File: src/sv/value_to_radix_digits_assert.svh
// Assertion macros for the radix digit converter.
// Uses clk and rst_n of the including module; no other dependencies.
`ifndef VALUE_TO_RADIX_DIGITS_ASSERT_SVH
`define VALUE_TO_RADIX_DIGITS_ASSERT_SVH

// Check a consequence in the same cycle as its condition
`define RTD_ASSERT_NOW(label, ante, cons) \
    label: assert property (@(posedge clk) disable iff (!rst_n) (ante) |-> (cons)) \
        else $error("radix digit converter: same-cycle check failed");

// Check a consequence in the cycle after its condition
`define RTD_ASSERT_NEXT(label, ante, cons) \
    label: assert property (@(posedge clk) disable iff (!rst_n) (ante) |=> (cons)) \
        else $error("radix digit converter: next-cycle check failed");

`endif

File: src/sv/rtd_pkg.sv
// Shared constants, reciprocal table and digit encoding for the radix digit converter.
// No dependencies.
package rtd_pkg;

    localparam int VALUE_BITS = 31;
    localparam int RADIX_W    = 5;
    localparam int CHAR_W     = 7;
    localparam int DIGIT_W    = 4;

    // Digit counter holds 0..VALUE_BITS, store index 0..VALUE_BITS-1
    localparam int CNT_W = $clog2(VALUE_BITS + 1);
    localparam int IDX_W = $clog2(VALUE_BITS);

    // Reciprocal scaled by 2^(VALUE_BITS+1): the estimate is exact or one low
    localparam int RECIP_SHIFT = VALUE_BITS + 1;
    localparam int RECIP_W     = VALUE_BITS + 1;
    localparam int PROD_W      = VALUE_BITS + RECIP_W;

    localparam logic [RADIX_W-1:0] RADIX_MIN   = 5'd2;
    localparam logic [RADIX_W-1:0] RADIX_MAX   = 5'd16;
    localparam logic [RADIX_W-1:0] RADIX_RESET = 5'd10;

    localparam int RADIX_ENTRIES = 17;
    localparam logic [127:0] RECIP_ONE = 128'd1 << RECIP_SHIFT;

    // floor(2^RECIP_SHIFT / radix); entries below two are never selected
    localparam logic [RECIP_W-1:0] RECIP_TABLE [RADIX_ENTRIES] = '{
        RECIP_W'(0),
        RECIP_W'(0),
        RECIP_W'(RECIP_ONE / 2),
        RECIP_W'(RECIP_ONE / 3),
        RECIP_W'(RECIP_ONE / 4),
        RECIP_W'(RECIP_ONE / 5),
        RECIP_W'(RECIP_ONE / 6),
        RECIP_W'(RECIP_ONE / 7),
        RECIP_W'(RECIP_ONE / 8),
        RECIP_W'(RECIP_ONE / 9),
        RECIP_W'(RECIP_ONE / 10),
        RECIP_W'(RECIP_ONE / 11),
        RECIP_W'(RECIP_ONE / 12),
        RECIP_W'(RECIP_ONE / 13),
        RECIP_W'(RECIP_ONE / 14),
        RECIP_W'(RECIP_ONE / 15),
        RECIP_W'(RECIP_ONE / 16)
    };

    localparam logic [CHAR_W-1:0]  CHAR_ZERO     = 7'd48;
    localparam logic [CHAR_W-1:0]  CHAR_LETTER_A = 7'd65;
    localparam logic [DIGIT_W-1:0] DIGIT_TEN     = 4'd10;

    // Encode a digit value as ASCII: '0'..'9', then 'A'..'F'
    function automatic logic [CHAR_W-1:0] digit_to_char(input logic [DIGIT_W-1:0] d);
        if (d < DIGIT_TEN)
            return CHAR_ZERO + CHAR_W'(d);
        else
            return CHAR_LETTER_A + CHAR_W'(d - DIGIT_TEN);
    endfunction

endpackage

File: src/sv/rtd_in_if.sv
// Input channel of the radix digit converter: valid/ready with the value to convert.
// Depends on rtd_pkg.
interface rtd_in_if;
    import rtd_pkg::*;

    logic                  valid;
    logic                  ready;
    logic [VALUE_BITS-1:0] value;

    modport source (output valid, output value, input ready);
    modport sink   (input valid, input value, output ready);
endinterface

File: src/sv/rtd_out_if.sv
// Output channel of the radix digit converter: valid/ready with one ASCII digit.
// Depends on rtd_pkg.
interface rtd_out_if;
    import rtd_pkg::*;

    logic              valid;
    logic              ready;
    logic [CHAR_W-1:0] digit_char;
    logic              last_digit;

    modport source (output valid, output digit_char, output last_digit, input ready);
    modport sink   (input valid, input digit_char, input last_digit, output ready);
endinterface

File: src/sv/rtd_recip_div.sv
// Shared divide-by-radix unit: registered reciprocal multiply, then a one-step correction.
// Depends on rtd_pkg (reciprocal table and widths).
module rtd_recip_div
(
    input  logic                          clk,
    input  logic                          start,
    input  logic [rtd_pkg::VALUE_BITS-1:0] dividend,
    input  logic [rtd_pkg::RADIX_W-1:0]    radix,
    output logic [rtd_pkg::VALUE_BITS-1:0] quotient,
    output logic [rtd_pkg::DIGIT_W-1:0]    remainder
);
    import rtd_pkg::*;

    logic [VALUE_BITS-1:0] dividend_reg;
    logic [RADIX_W-1:0]    radix_reg;
    logic [PROD_W-1:0]     product_reg;

    logic [VALUE_BITS-1:0] q_est;
    logic [VALUE_BITS-1:0] back_prod;
    logic [VALUE_BITS-1:0] rem_raw;
    logic [RADIX_W-1:0]    rem_small;

    // Capture operands and the reciprocal product
    always_ff @(posedge clk)
    begin
        if (start)
        begin
            dividend_reg <= dividend;
            radix_reg    <= radix;
            product_reg  <= PROD_W'(dividend) * PROD_W'(RECIP_TABLE[radix]);
        end
    end

    // Estimate is the true quotient or one below; the remainder stays under twice the radix
    always_comb
    begin
        q_est     = product_reg[PROD_W-1:RECIP_SHIFT];
        back_prod = q_est * VALUE_BITS'(radix_reg);
        rem_raw   = dividend_reg - back_prod;
        rem_small = rem_raw[RADIX_W-1:0];
        if (rem_small >= radix_reg)
        begin
            quotient  = q_est + VALUE_BITS'(1);
            remainder = DIGIT_W'(rem_small - radix_reg);
        end
        else
        begin
            quotient  = q_est;
            remainder = DIGIT_W'(rem_small);
        end
    end

endmodule

File: src/sv/value_to_radix_digits.sv
// Radix digit converter: takes a value and emits its digits in the configured radix,
// most significant first, as ASCII. After the intake of a value, each digit goes through
// the shared reciprocal divider (multiply, then correct and store the remainder); the
// digits are then emitted one by one, holding while the sink is not ready. Radix 2 on the
// full 31-bit range gives up to 31 digits. The input is not ready while a value is being
// divided or emitted; the last digit sits in the output register while the next value is
// taken. The radix is written through cfg_wr_en/cfg_wr_data, resets to ten, and is
// clamped to 2..16.
// Depends on rtd_pkg, rtd_in_if, rtd_out_if, rtd_recip_div and the assertion header.
`include "value_to_radix_digits_assert.svh"

module value_to_radix_digits
(
    input  logic                       clk,
    input  logic                       rst_n,
    input  logic                       cfg_wr_en,
    input  logic [rtd_pkg::RADIX_W-1:0] cfg_wr_data,
    rtd_in_if.sink                     item,
    rtd_out_if.source                  digit
);
    import rtd_pkg::*;

    typedef enum logic [1:0]
    {
        ST_IDLE,
        ST_DIVIDE,
        ST_FIX,
        ST_EMIT
    } state_t;

    state_t                state_reg,    state_next;
    logic [RADIX_W-1:0]    radix_reg,    radix_next;
    logic [VALUE_BITS-1:0] quot_reg,     quot_next;
    logic [CNT_W-1:0]      count_reg,    count_next;
    logic [IDX_W-1:0]      emit_idx_reg, emit_idx_next;
    logic                  out_valid_reg, out_valid_next;
    logic [CHAR_W-1:0]     out_char_reg, out_char_next;
    logic                  out_last_reg, out_last_next;

    logic [DIGIT_W-1:0]    digit_store [VALUE_BITS];

    logic [RADIX_W-1:0]    radix_eff;
    logic                  div_start;
    logic [VALUE_BITS-1:0] div_quot;
    logic [DIGIT_W-1:0]    div_rem;
    logic                  out_free;
    logic                  item_take;

    // Clamp the programmed radix to the supported range
    always_comb
    begin
        if (radix_reg < RADIX_MIN)
            radix_eff = RADIX_MIN;
        else if (radix_reg > RADIX_MAX)
            radix_eff = RADIX_MAX;
        else
            radix_eff = radix_reg;
    end

    assign div_start = (state_reg == ST_DIVIDE);

    rtd_recip_div u_div
    (
        .clk       (clk),
        .start     (div_start),
        .dividend  (quot_reg),
        .radix     (radix_eff),
        .quotient  (div_quot),
        .remainder (div_rem)
    );

    // Store each remainder, least significant digit first
    always_ff @(posedge clk)
    begin
        if (state_reg == ST_FIX)
            digit_store[count_reg[IDX_W-1:0]] <= div_rem;
    end

    assign item_take = item.valid && (state_reg == ST_IDLE);
    assign out_free  = !out_valid_reg || digit.ready;

    // Sequence division steps, then walk the store back out
    always_comb
    begin
        state_next     = state_reg;
        radix_next     = radix_reg;
        quot_next      = quot_reg;
        count_next     = count_reg;
        emit_idx_next  = emit_idx_reg;
        out_valid_next = out_valid_reg;
        out_char_next  = out_char_reg;
        out_last_next  = out_last_reg;

        if (cfg_wr_en)
            radix_next = cfg_wr_data;

        // Drop the output once its transaction completes
        if (out_valid_reg && digit.ready)
            out_valid_next = 1'b0;

        case (state_reg)
            ST_IDLE:
            begin
                if (item_take)
                begin
                    quot_next  = item.value;
                    count_next = '0;
                    state_next = ST_DIVIDE;
                end
            end
            ST_DIVIDE:
            begin
                state_next = ST_FIX;
            end
            ST_FIX:
            begin
                quot_next  = div_quot;
                count_next = count_reg + CNT_W'(1);
                if (div_quot == '0 || count_reg == CNT_W'(VALUE_BITS - 1))
                begin
                    emit_idx_next = count_reg[IDX_W-1:0];
                    state_next    = ST_EMIT;
                end
                else
                begin
                    state_next = ST_DIVIDE;
                end
            end
            ST_EMIT:
            begin
                if (out_free)
                begin
                    out_valid_next = 1'b1;
                    out_char_next  = digit_to_char(digit_store[emit_idx_reg]);
                    out_last_next  = (emit_idx_reg == '0);
                    if (emit_idx_reg == '0)
                        state_next = ST_IDLE;
                    else
                        emit_idx_next = emit_idx_reg - IDX_W'(1);
                end
            end
            default:
            begin
                state_next = ST_IDLE;
            end
        endcase
    end

    // Hold state and registered outputs
    always_ff @(posedge clk or negedge rst_n)
    begin
        if (!rst_n)
        begin
            state_reg     <= ST_IDLE;
            radix_reg     <= RADIX_RESET;
            quot_reg      <= '0;
            count_reg     <= '0;
            emit_idx_reg  <= '0;
            out_valid_reg <= 1'b0;
            out_char_reg  <= '0;
            out_last_reg  <= 1'b0;
        end
        else
        begin
            state_reg     <= state_next;
            radix_reg     <= radix_next;
            quot_reg      <= quot_next;
            count_reg     <= count_next;
            emit_idx_reg  <= emit_idx_next;
            out_valid_reg <= out_valid_next;
            out_char_reg  <= out_char_next;
            out_last_reg  <= out_last_next;
        end
    end

    assign item.ready       = (state_reg == ST_IDLE);
    assign digit.valid      = out_valid_reg;
    assign digit.digit_char = out_char_reg;
    assign digit.last_digit = out_last_reg;

    `RTD_ASSERT_NOW(a_store_in_range, state_reg == ST_FIX, count_reg < CNT_W'(VALUE_BITS))
    `RTD_ASSERT_NOW(a_emit_below_count, state_reg == ST_EMIT, CNT_W'(emit_idx_reg) < count_reg)
    `RTD_ASSERT_NOW(a_rem_below_radix, state_reg == ST_FIX, RADIX_W'(div_rem) < radix_eff)
    `RTD_ASSERT_NEXT(a_take_starts_divide, item_take, state_reg == ST_DIVIDE && count_reg == '0)

endmodule

File: src/flat_wrapper.sv
// flat-port wrapper written by rule: the top's interface ports become plain ports
module value_to_radix_digits_flat import rtd_pkg::*;
  (clk, rst_n, cfg_wr_en, cfg_wr_data, item_valid, item_value, item_ready, digit_valid, digit_digit_char, digit_last_digit, digit_ready);
  rtd_in_if item_i ();
  rtd_out_if digit_i ();
  input  logic clk;
  input  logic rst_n;
  input  logic cfg_wr_en;
  input  logic [rtd_pkg::RADIX_W-1:0] cfg_wr_data;
  input wire logic [$bits(item_i.valid)-1:0] item_valid;
  input wire logic [$bits(item_i.value)-1:0] item_value;
  output wire logic [$bits(item_i.ready)-1:0] item_ready;
  output wire logic [$bits(digit_i.valid)-1:0] digit_valid;
  output wire logic [$bits(digit_i.digit_char)-1:0] digit_digit_char;
  output wire logic [$bits(digit_i.last_digit)-1:0] digit_last_digit;
  input wire logic [$bits(digit_i.ready)-1:0] digit_ready;
  assign item_i.valid = item_valid;
  assign item_i.value = item_value;
  assign item_ready = item_i.ready;
  assign digit_valid = digit_i.valid;
  assign digit_digit_char = digit_i.digit_char;
  assign digit_last_digit = digit_i.last_digit;
  assign digit_i.ready = digit_ready;
  value_to_radix_digits u_core (.clk(clk), .rst_n(rst_n), .cfg_wr_en(cfg_wr_en), .cfg_wr_data(cfg_wr_data), .item(item_i), .digit(digit_i));
endmodule
File: config.mk
export PLATFORM = sky130hd
export DESIGN_NAME = value_to_radix_digits_flat
export DESIGN_NICKNAME = d
export VERILOG_FILES = /design/src/sv/rtd_pkg.sv /design/src/sv/rtd_in_if.sv /design/src/sv/rtd_out_if.sv /design/src/sv/rtd_recip_div.sv /design/src/sv/value_to_radix_digits.sv /design/src/flat_wrapper.sv
export VERILOG_INCLUDE_DIRS = /design/src /design/src/sv
export SDC_FILE = /design/constraint.sdc
export NUM_CORES = 2
export LEC_CHECK = 0
export ABC_AREA = 1
export BUFFER_PORTS_ARGS = -buffer_cell sky130_fd_sc_hd__buf_4
export CAP_MARGIN = 40
export CORE_MARGIN = 3
export CORE_UTILIZATION = 35
export DETAILED_ROUTE_END_ITERATION = 8
export PLACE_DENSITY = 0.52
export SETUP_SLACK_MARGIN = 0.4
export SLEW_MARGIN = 20
export SYNTH_ARGS = -nofsm -noshare
export SYNTH_HDL_FRONTEND = slang
export SYNTH_SLANG_ARGS = --single-unit
File: constraint.sdc
create_clock -name clk -period 11.4 [get_ports clk]
set_input_delay 1.14 -clock clk [delete_from_list [all_inputs] [get_ports clk]]
set_output_delay 1.14 -clock clk [all_outputs]
set_load 0.02 [all_outputs]
[Yosys cells after proc, flatten, opt, wreduce, memory -nomap -nowiden]
Memories as Yosys holds them, arrays and structs flattened.
Index checks and enable logic that the tools add are counted.
Word-level totals
  memories: 2
  bits in writable memories: 124
  ROM bits: 1024
  word-level logic and storage cells: 77
  bits of input ports: 41
  flip-flop bits (word level): 130
Memories
  (name not given): words 32, width 32, rd ports 1, clocked after Yosys merged registers in 0, wr ports 0, RTL line rtd_recip_div.sv:30  | product_reg <= PROD_W'(dividend) * PROD_W'(RECIP_TABLE[radix]);
  u_core.digit_store: words 31, width 4, rd ports 1, clocked after Yosys merged registers in 0, wr ports 1, RTL line value_to_radix_digits.sv:40  | logic [DIGIT_W-1:0] digit_store [VALUE_BITS];
Operators by class
  add/sub/neg operators: 8
  magnitude comparators: 5
  multiply operators: 2
  reduce and logical (&&, ||, !) cells: 14
  equal/unequal tests: 9
  bitwise operators: 1
  multiplexer cells: 25
Operator list (count)
  $mux W32: 2
  $mul A31 B32 Y63: 1
  $mux W31: 2
  $pmux W31 S2: 1
  $add A31 B1 Y31 const B: 1
  $logic_not A31 Y1: 1
  $mul A31 B5 Y5: 1
  $mux W5: 6
  $pmux W5 S2: 2
  $mux W2: 4
  $pmux W2 S4: 1
  $add A6 B4 Y7 const A: 1
  $add A7 B7 Y7 const A: 1
  $mux W7: 1
  $ge A6 B6 Y1 const B: 1
  $ne A2 B1 Y1 const B: 3
  $not A5 Y6: 1
  $add A5 B1 Y5 const B: 1
  $eq A5 B5 Y1 const B: 1
  $ge A5 B5 Y1: 1
  $gt A5 B5 Y1 const B: 1
  $logic_not A5 Y1: 1
  $lt A5 B2 Y1 const B: 1
  $mux W1: 5
  17 further kinds: 23

[Depth between registers and ports, before layout]
  depth after elaboration: 8
  gate-level depth with buffers: 44
  gate-level depth less buffers: 42

[Cells and area by module]
Synthesis repeated with hierarchy kept, for this count alone.
Unflattened totals
  cells, all modules: 4894
  area, all modules: 42080.4 µm²
By module, submodules not included
  rtd_recip_div: sequential area each 1231.2 µm², times used 1, cells an instance 4020, area an instance 33774.9 µm²
  value_to_radix_digits: sequential area each 5152.4 µm², times used 1, cells an instance 874, area an instance 8305.5 µm²

[Worst setup path before layout]
Ideal clock, no wire load.
  path kind: register -> register
  start: register u_core.radix_reg[4]
  end: register u_core.u_div.product_reg[42], data pin
  path buffers: 2
  arrival time: 7955 ps
  data required time: 11141 ps
  path slack: 3187 ps
  stages on the path, launching flop included: 40
  setup time: 259 ps
  cells stage by stage: dfrtp_1 > buf_6 > nor2_1 > nand2_1 > nor2_1 > a21oi_1 > inv_1 > ha_1 > inv_1 > nor2_1 > inv_1 > a21oi_1 > inv_1 > a21oi_2 > inv_2 > clkbuf_1 > nor2_1 > inv_1 > [... 4 more ...] > fa_1 > fa_1 > inv_1 > fa_1 > fa_1 > fa_1 > inv_1 > fa_1 > inv_1 > ha_1 > a21oi_1 > inv_1 > a31oi_1 > a21boi_0 > o21ai_0 > a21oi_1 > nand2_1 > xor2_1
On the way
  word-level cells in the longest chain between the ends: 8
  elaborated cells on any way between the ends: 9
  classes of those cells: mul: 1; order compare: 2; mux: 4; bitwise: 1; memory: 1
Ends and longest elaborated chain
  from (decl): RTL line value_to_radix_digits.sv:32  | logic [RADIX_W-1:0] radix_reg, radix_next;
  from (signal assigned): RTL line value_to_radix_digits.sv:166  | radix_reg <= radix_next;
  $gt A5 B5 Y1: RTL line value_to_radix_digits.sv:54  | else if (radix_reg > RADIX_MAX)
  $mux W5: RTL line value_to_radix_digits.sv:54
  $mux W5 (*): RTL line value_to_radix_digits.sv:52  | if (radix_reg < RADIX_MIN)
  net u_core.radix_eff[1]: RTL line value_to_radix_digits.sv:42  | logic [RADIX_W-1:0] radix_eff;
  $not A5 Y6 (implied by the code) (*): RTL line rtd_recip_div.sv:30
  $mem_v2 Z32 W32 (*)
  $mux W32 (implied by the code) (*) (2 in series): RTL line rtd_recip_div.sv:30
  $mul A31 B32 Y63 (*): RTL line rtd_recip_div.sv:30
  to (signal assigned): RTL line rtd_recip_div.sv:30
  to (decl): RTL line rtd_recip_div.sv:16  | logic [PROD_W-1:0] product_reg;
The timed path passes the listed nets; every way through them passes the cells marked *. The select of a mux whose other input is x is not followed.
A chain may end at the register's enable or synchronous reset.

[Worst setup path in the final report]
  start: register u_core.radix_reg[4]
  end: register u_core.u_div.product_reg[59], data pin
Same word-level chain as after synthesis.

==> impl_metrics.json <==
{
  "max_freq_mhz": 98.4,
  "cts_hold_buffers": 0,
  "grt_pass1_wl_mm": 236,
  "viasPerCell": 5.22,
  "outcome": "finished, final reports clean",
  "critPathRequiredTime_ns": 11.74,
  "largest_register_ffs": 124,
  "nets": 5912,
  "rows": 125,
  "cp-end-kind": "flip-flop",
  "instances_no_fill": 6267,
  "synthArstFlopShare_pct": 25.7,
  "gp_congestion": 0.997,
  "ant_nets": 0,
  "ioPinCount": 51,
  "hold_path.class": "input port to asynchronous set/reset pin",
  "die-height_um": 350,
  "start_util_pct": 35.5,
  "io_buffer_count": 50,
  "fin_hold_ws_ns": 0.367,
  "crit_arrival_ns": 10.50,
  "ys_types": 59,
  "cts_sinks": 222,
  "track_usage_pct": 26.7,
  "cts.clk_slew.worst_paths_ns": 0.06,
  "yosysSeqAreaShare_pct": 15.4,
  "finClkSkew_ns": 0.0322,
  "slew_headroom_pct": 39.7,
  "synth_fp_nets": 5912,
  "drc_errors": 0,
  "dp_cells": 6213,
  "drive_gt1_share_pct": 4.75,
  "grt_pass1_vias": 34400,
  "ys.warnings.count": 0,
  "post-cts-setup-buffer-count": 0,
  "design.core.area_mm2": 0.117,
  "syn_to_final_growth_pct": 7.91,
  "synth_seq_cells": 222,
  "dieArea_mm2": 0.123,
  "wl_per_cell_um": 25.7,
  "antenna_found_initial": 7,
  "cp_max_fo": 16,
  "grt_setup_unrepaired": "false",
  "crit_top_cell": "inv_1",
  "first_pass_iters": 6,
  "drv_slew": 0,
  "max-clock-path-buffers": 3,
  "h-tree-depth": 1,
  "critPathMaxStageDelay_ns": 0.58,
  "hold_viol_final": 0,
  "root_buffer": "clkbuf_16",
  "cp_slowest_cell": "fa_1",
  "crit_type": "flip-flop to flip-flop",
  "cts_buffers": 25,
  "overflow": 0,
  "initialDrtViolationCount": 3256,
  "ys.flop_type": "edfxtp_1",
  "detailroute.via_count": 32700,
  "worstMarginPinSlew_ns": 0.903,
  "min_period_ns": 10.16,
  "cts_tree": "done",
  "netlist_instances": 4719,
  "syn_area_mm2": 0.0415,
  "die_width_um": 350,
  "routed_wl_mm": 161,
  "clock_latency_ns": 0.60,
  "fin_tns_setup_ns": 0,
  "grt_max_degree": 64,
  "postSynthAreaPerCell_um2": 8.80,
  "synth-edff-count": 165,
  "hpwl_mm": 133,
  "critPathLaunchType": "flip-flop",
  "fin_crit_sh_pct": 89.1,
  "cts.repair.resized": 0,
  "finalSetupViolCount": 0,
  "maxCapViolations": 0
}
-- metal layers --
metal,up-vias,wire length [um],track usage [%]
li1,14200,-,-
met1,16600,67800,36.3
met2,1515,70700,41.4
met3,348,13300,4.96
met5,-,72,0.432
met4,2,9390,12.2
-- critical path, delay by kind of cell, from the launching register on --
family / cells / cell delay, ns
adders and majority gates: 10 / 4.70
and+or+nand+nor: 9 / 1.29
buffers and inverters: 12 / 1.73
AOI/OAI and AO/OA: 7 / 1.60
DFF: 1 / 0.56
-- final cells by class --
| type | count | area (um^2) |
|---|---|---|
| clock buffers | 34 | 669 |
| well taps | 1524 | 1910 |
| flip-flops and latches | 222 | 6380 |
| fillers | 12000 | 72200 |
| repair buffers | 123 | 1110 |
| inverters | 1123 | 4220 |
| multi-input cells | 3224 | 30300 |
| clock inverters | 12 | 153 |
| diodes | 5 | 12.5 |
-- layout by cell type, fill, tap and decap left out, types with 9 or more instances in the layout --
master	count
nand2_1	718
a21oi_1	117
clkinv_1	22
clkbuf_16	25
buf_4	108
ha_1	287
o211ai_1	20
fa_1	865
xnor2_1	14
o21a_1	16
edfxtp_1	165
inv_1	1093
o21ai_1	9
nand4_1	24
nand3_1	67
o22ai_1	46
nor2_1	691
xor2_1	42
a31oi_1	14
nor3_1	19
inv_2	11
dfrtp_1	55
o21ai_0	186
-- stage by stage --
| stage | setup slack, ns | utilization [%] | cell area [um^2] |
|---|---|---|---|
| after floorplan | 3.19 | - | 41500 |
| after global routing | 0.758 | 38.3 | 44800 |
| final | 1.24 | 38.3 | 44800 |
| after detailed placement | 1.16 | 37.5 | 43900 |
| after global placement | 1.24 | 37.3 | 43600 |
| after CTS | 1.14 | 38.2 | 44700 |
-- synthesized netlist by cell type (all sizes together), types with 2 or more instances --
cell     instances  area share (%)
nand2          725             6.6
inv           1105              10
a21oi          123             1.5
dfstp            2            0.13
and3             2           0.030
o211ai          20            0.36
nor4             4           0.060
xor2            44            0.96
o22ai           46            0.69
edfxtp         165              12
xnor2           14            0.30
o21ai          200             2.4
clkinv          18            0.17
dfrtp           55             3.3
fa             865              42
nand4           24            0.36
ha             287             8.7
a31oi           14            0.21
o21bai           3           0.054
buf             26            0.36
clkbuf         124             1.1
nor2           704             6.6
nor3            23            0.31
nand3           77             1.1
a21boi           5           0.090
or2              4           0.060
nand3b           8            0.15
o221ai           5            0.11
o2111ai          2           0.042
a21o             2           0.036
o21a            16            0.29
-- cells by family after synthesis --
logic type,count (synthesis),share of synthesized area (%)
flip-flops,222,15.4
AO/OA/AOI/OAI,440,5.97
buffers and inverters,1273,11.6
multiplexers,1,0.0241
AND/OR/NAND/NOR,1573,15.4
adder cells (fa/ha/maj),1152,50.4
XOR/XNOR,58,1.26
-- final timing paths --
check                                           start                      endpoint  slack (ns)  depth (start not counted)
setup / recovery                  u_core.radix_reg[4]  u_core.u_div.product_reg[59]        1.24                         38
max in group asynchronous                       rst_n           u_core.radix_reg[3]       10.18                          3
min in group clk           u_core.digit.digit_char[6]    u_core.digit.digit_char[6]        0.49                          2
setup reg to reg                  u_core.radix_reg[4]  u_core.u_div.product_reg[59]        1.24                         38
hold / removal                                  rst_n    u_core.digit.digit_char[1]        0.37                          1
hold reg to reg            u_core.digit.digit_char[6]    u_core.digit.digit_char[6]        0.49                          2
Power is not shown: default switching activity piles up to over one toggle a cycle in this logic, so the estimate is an artifact.
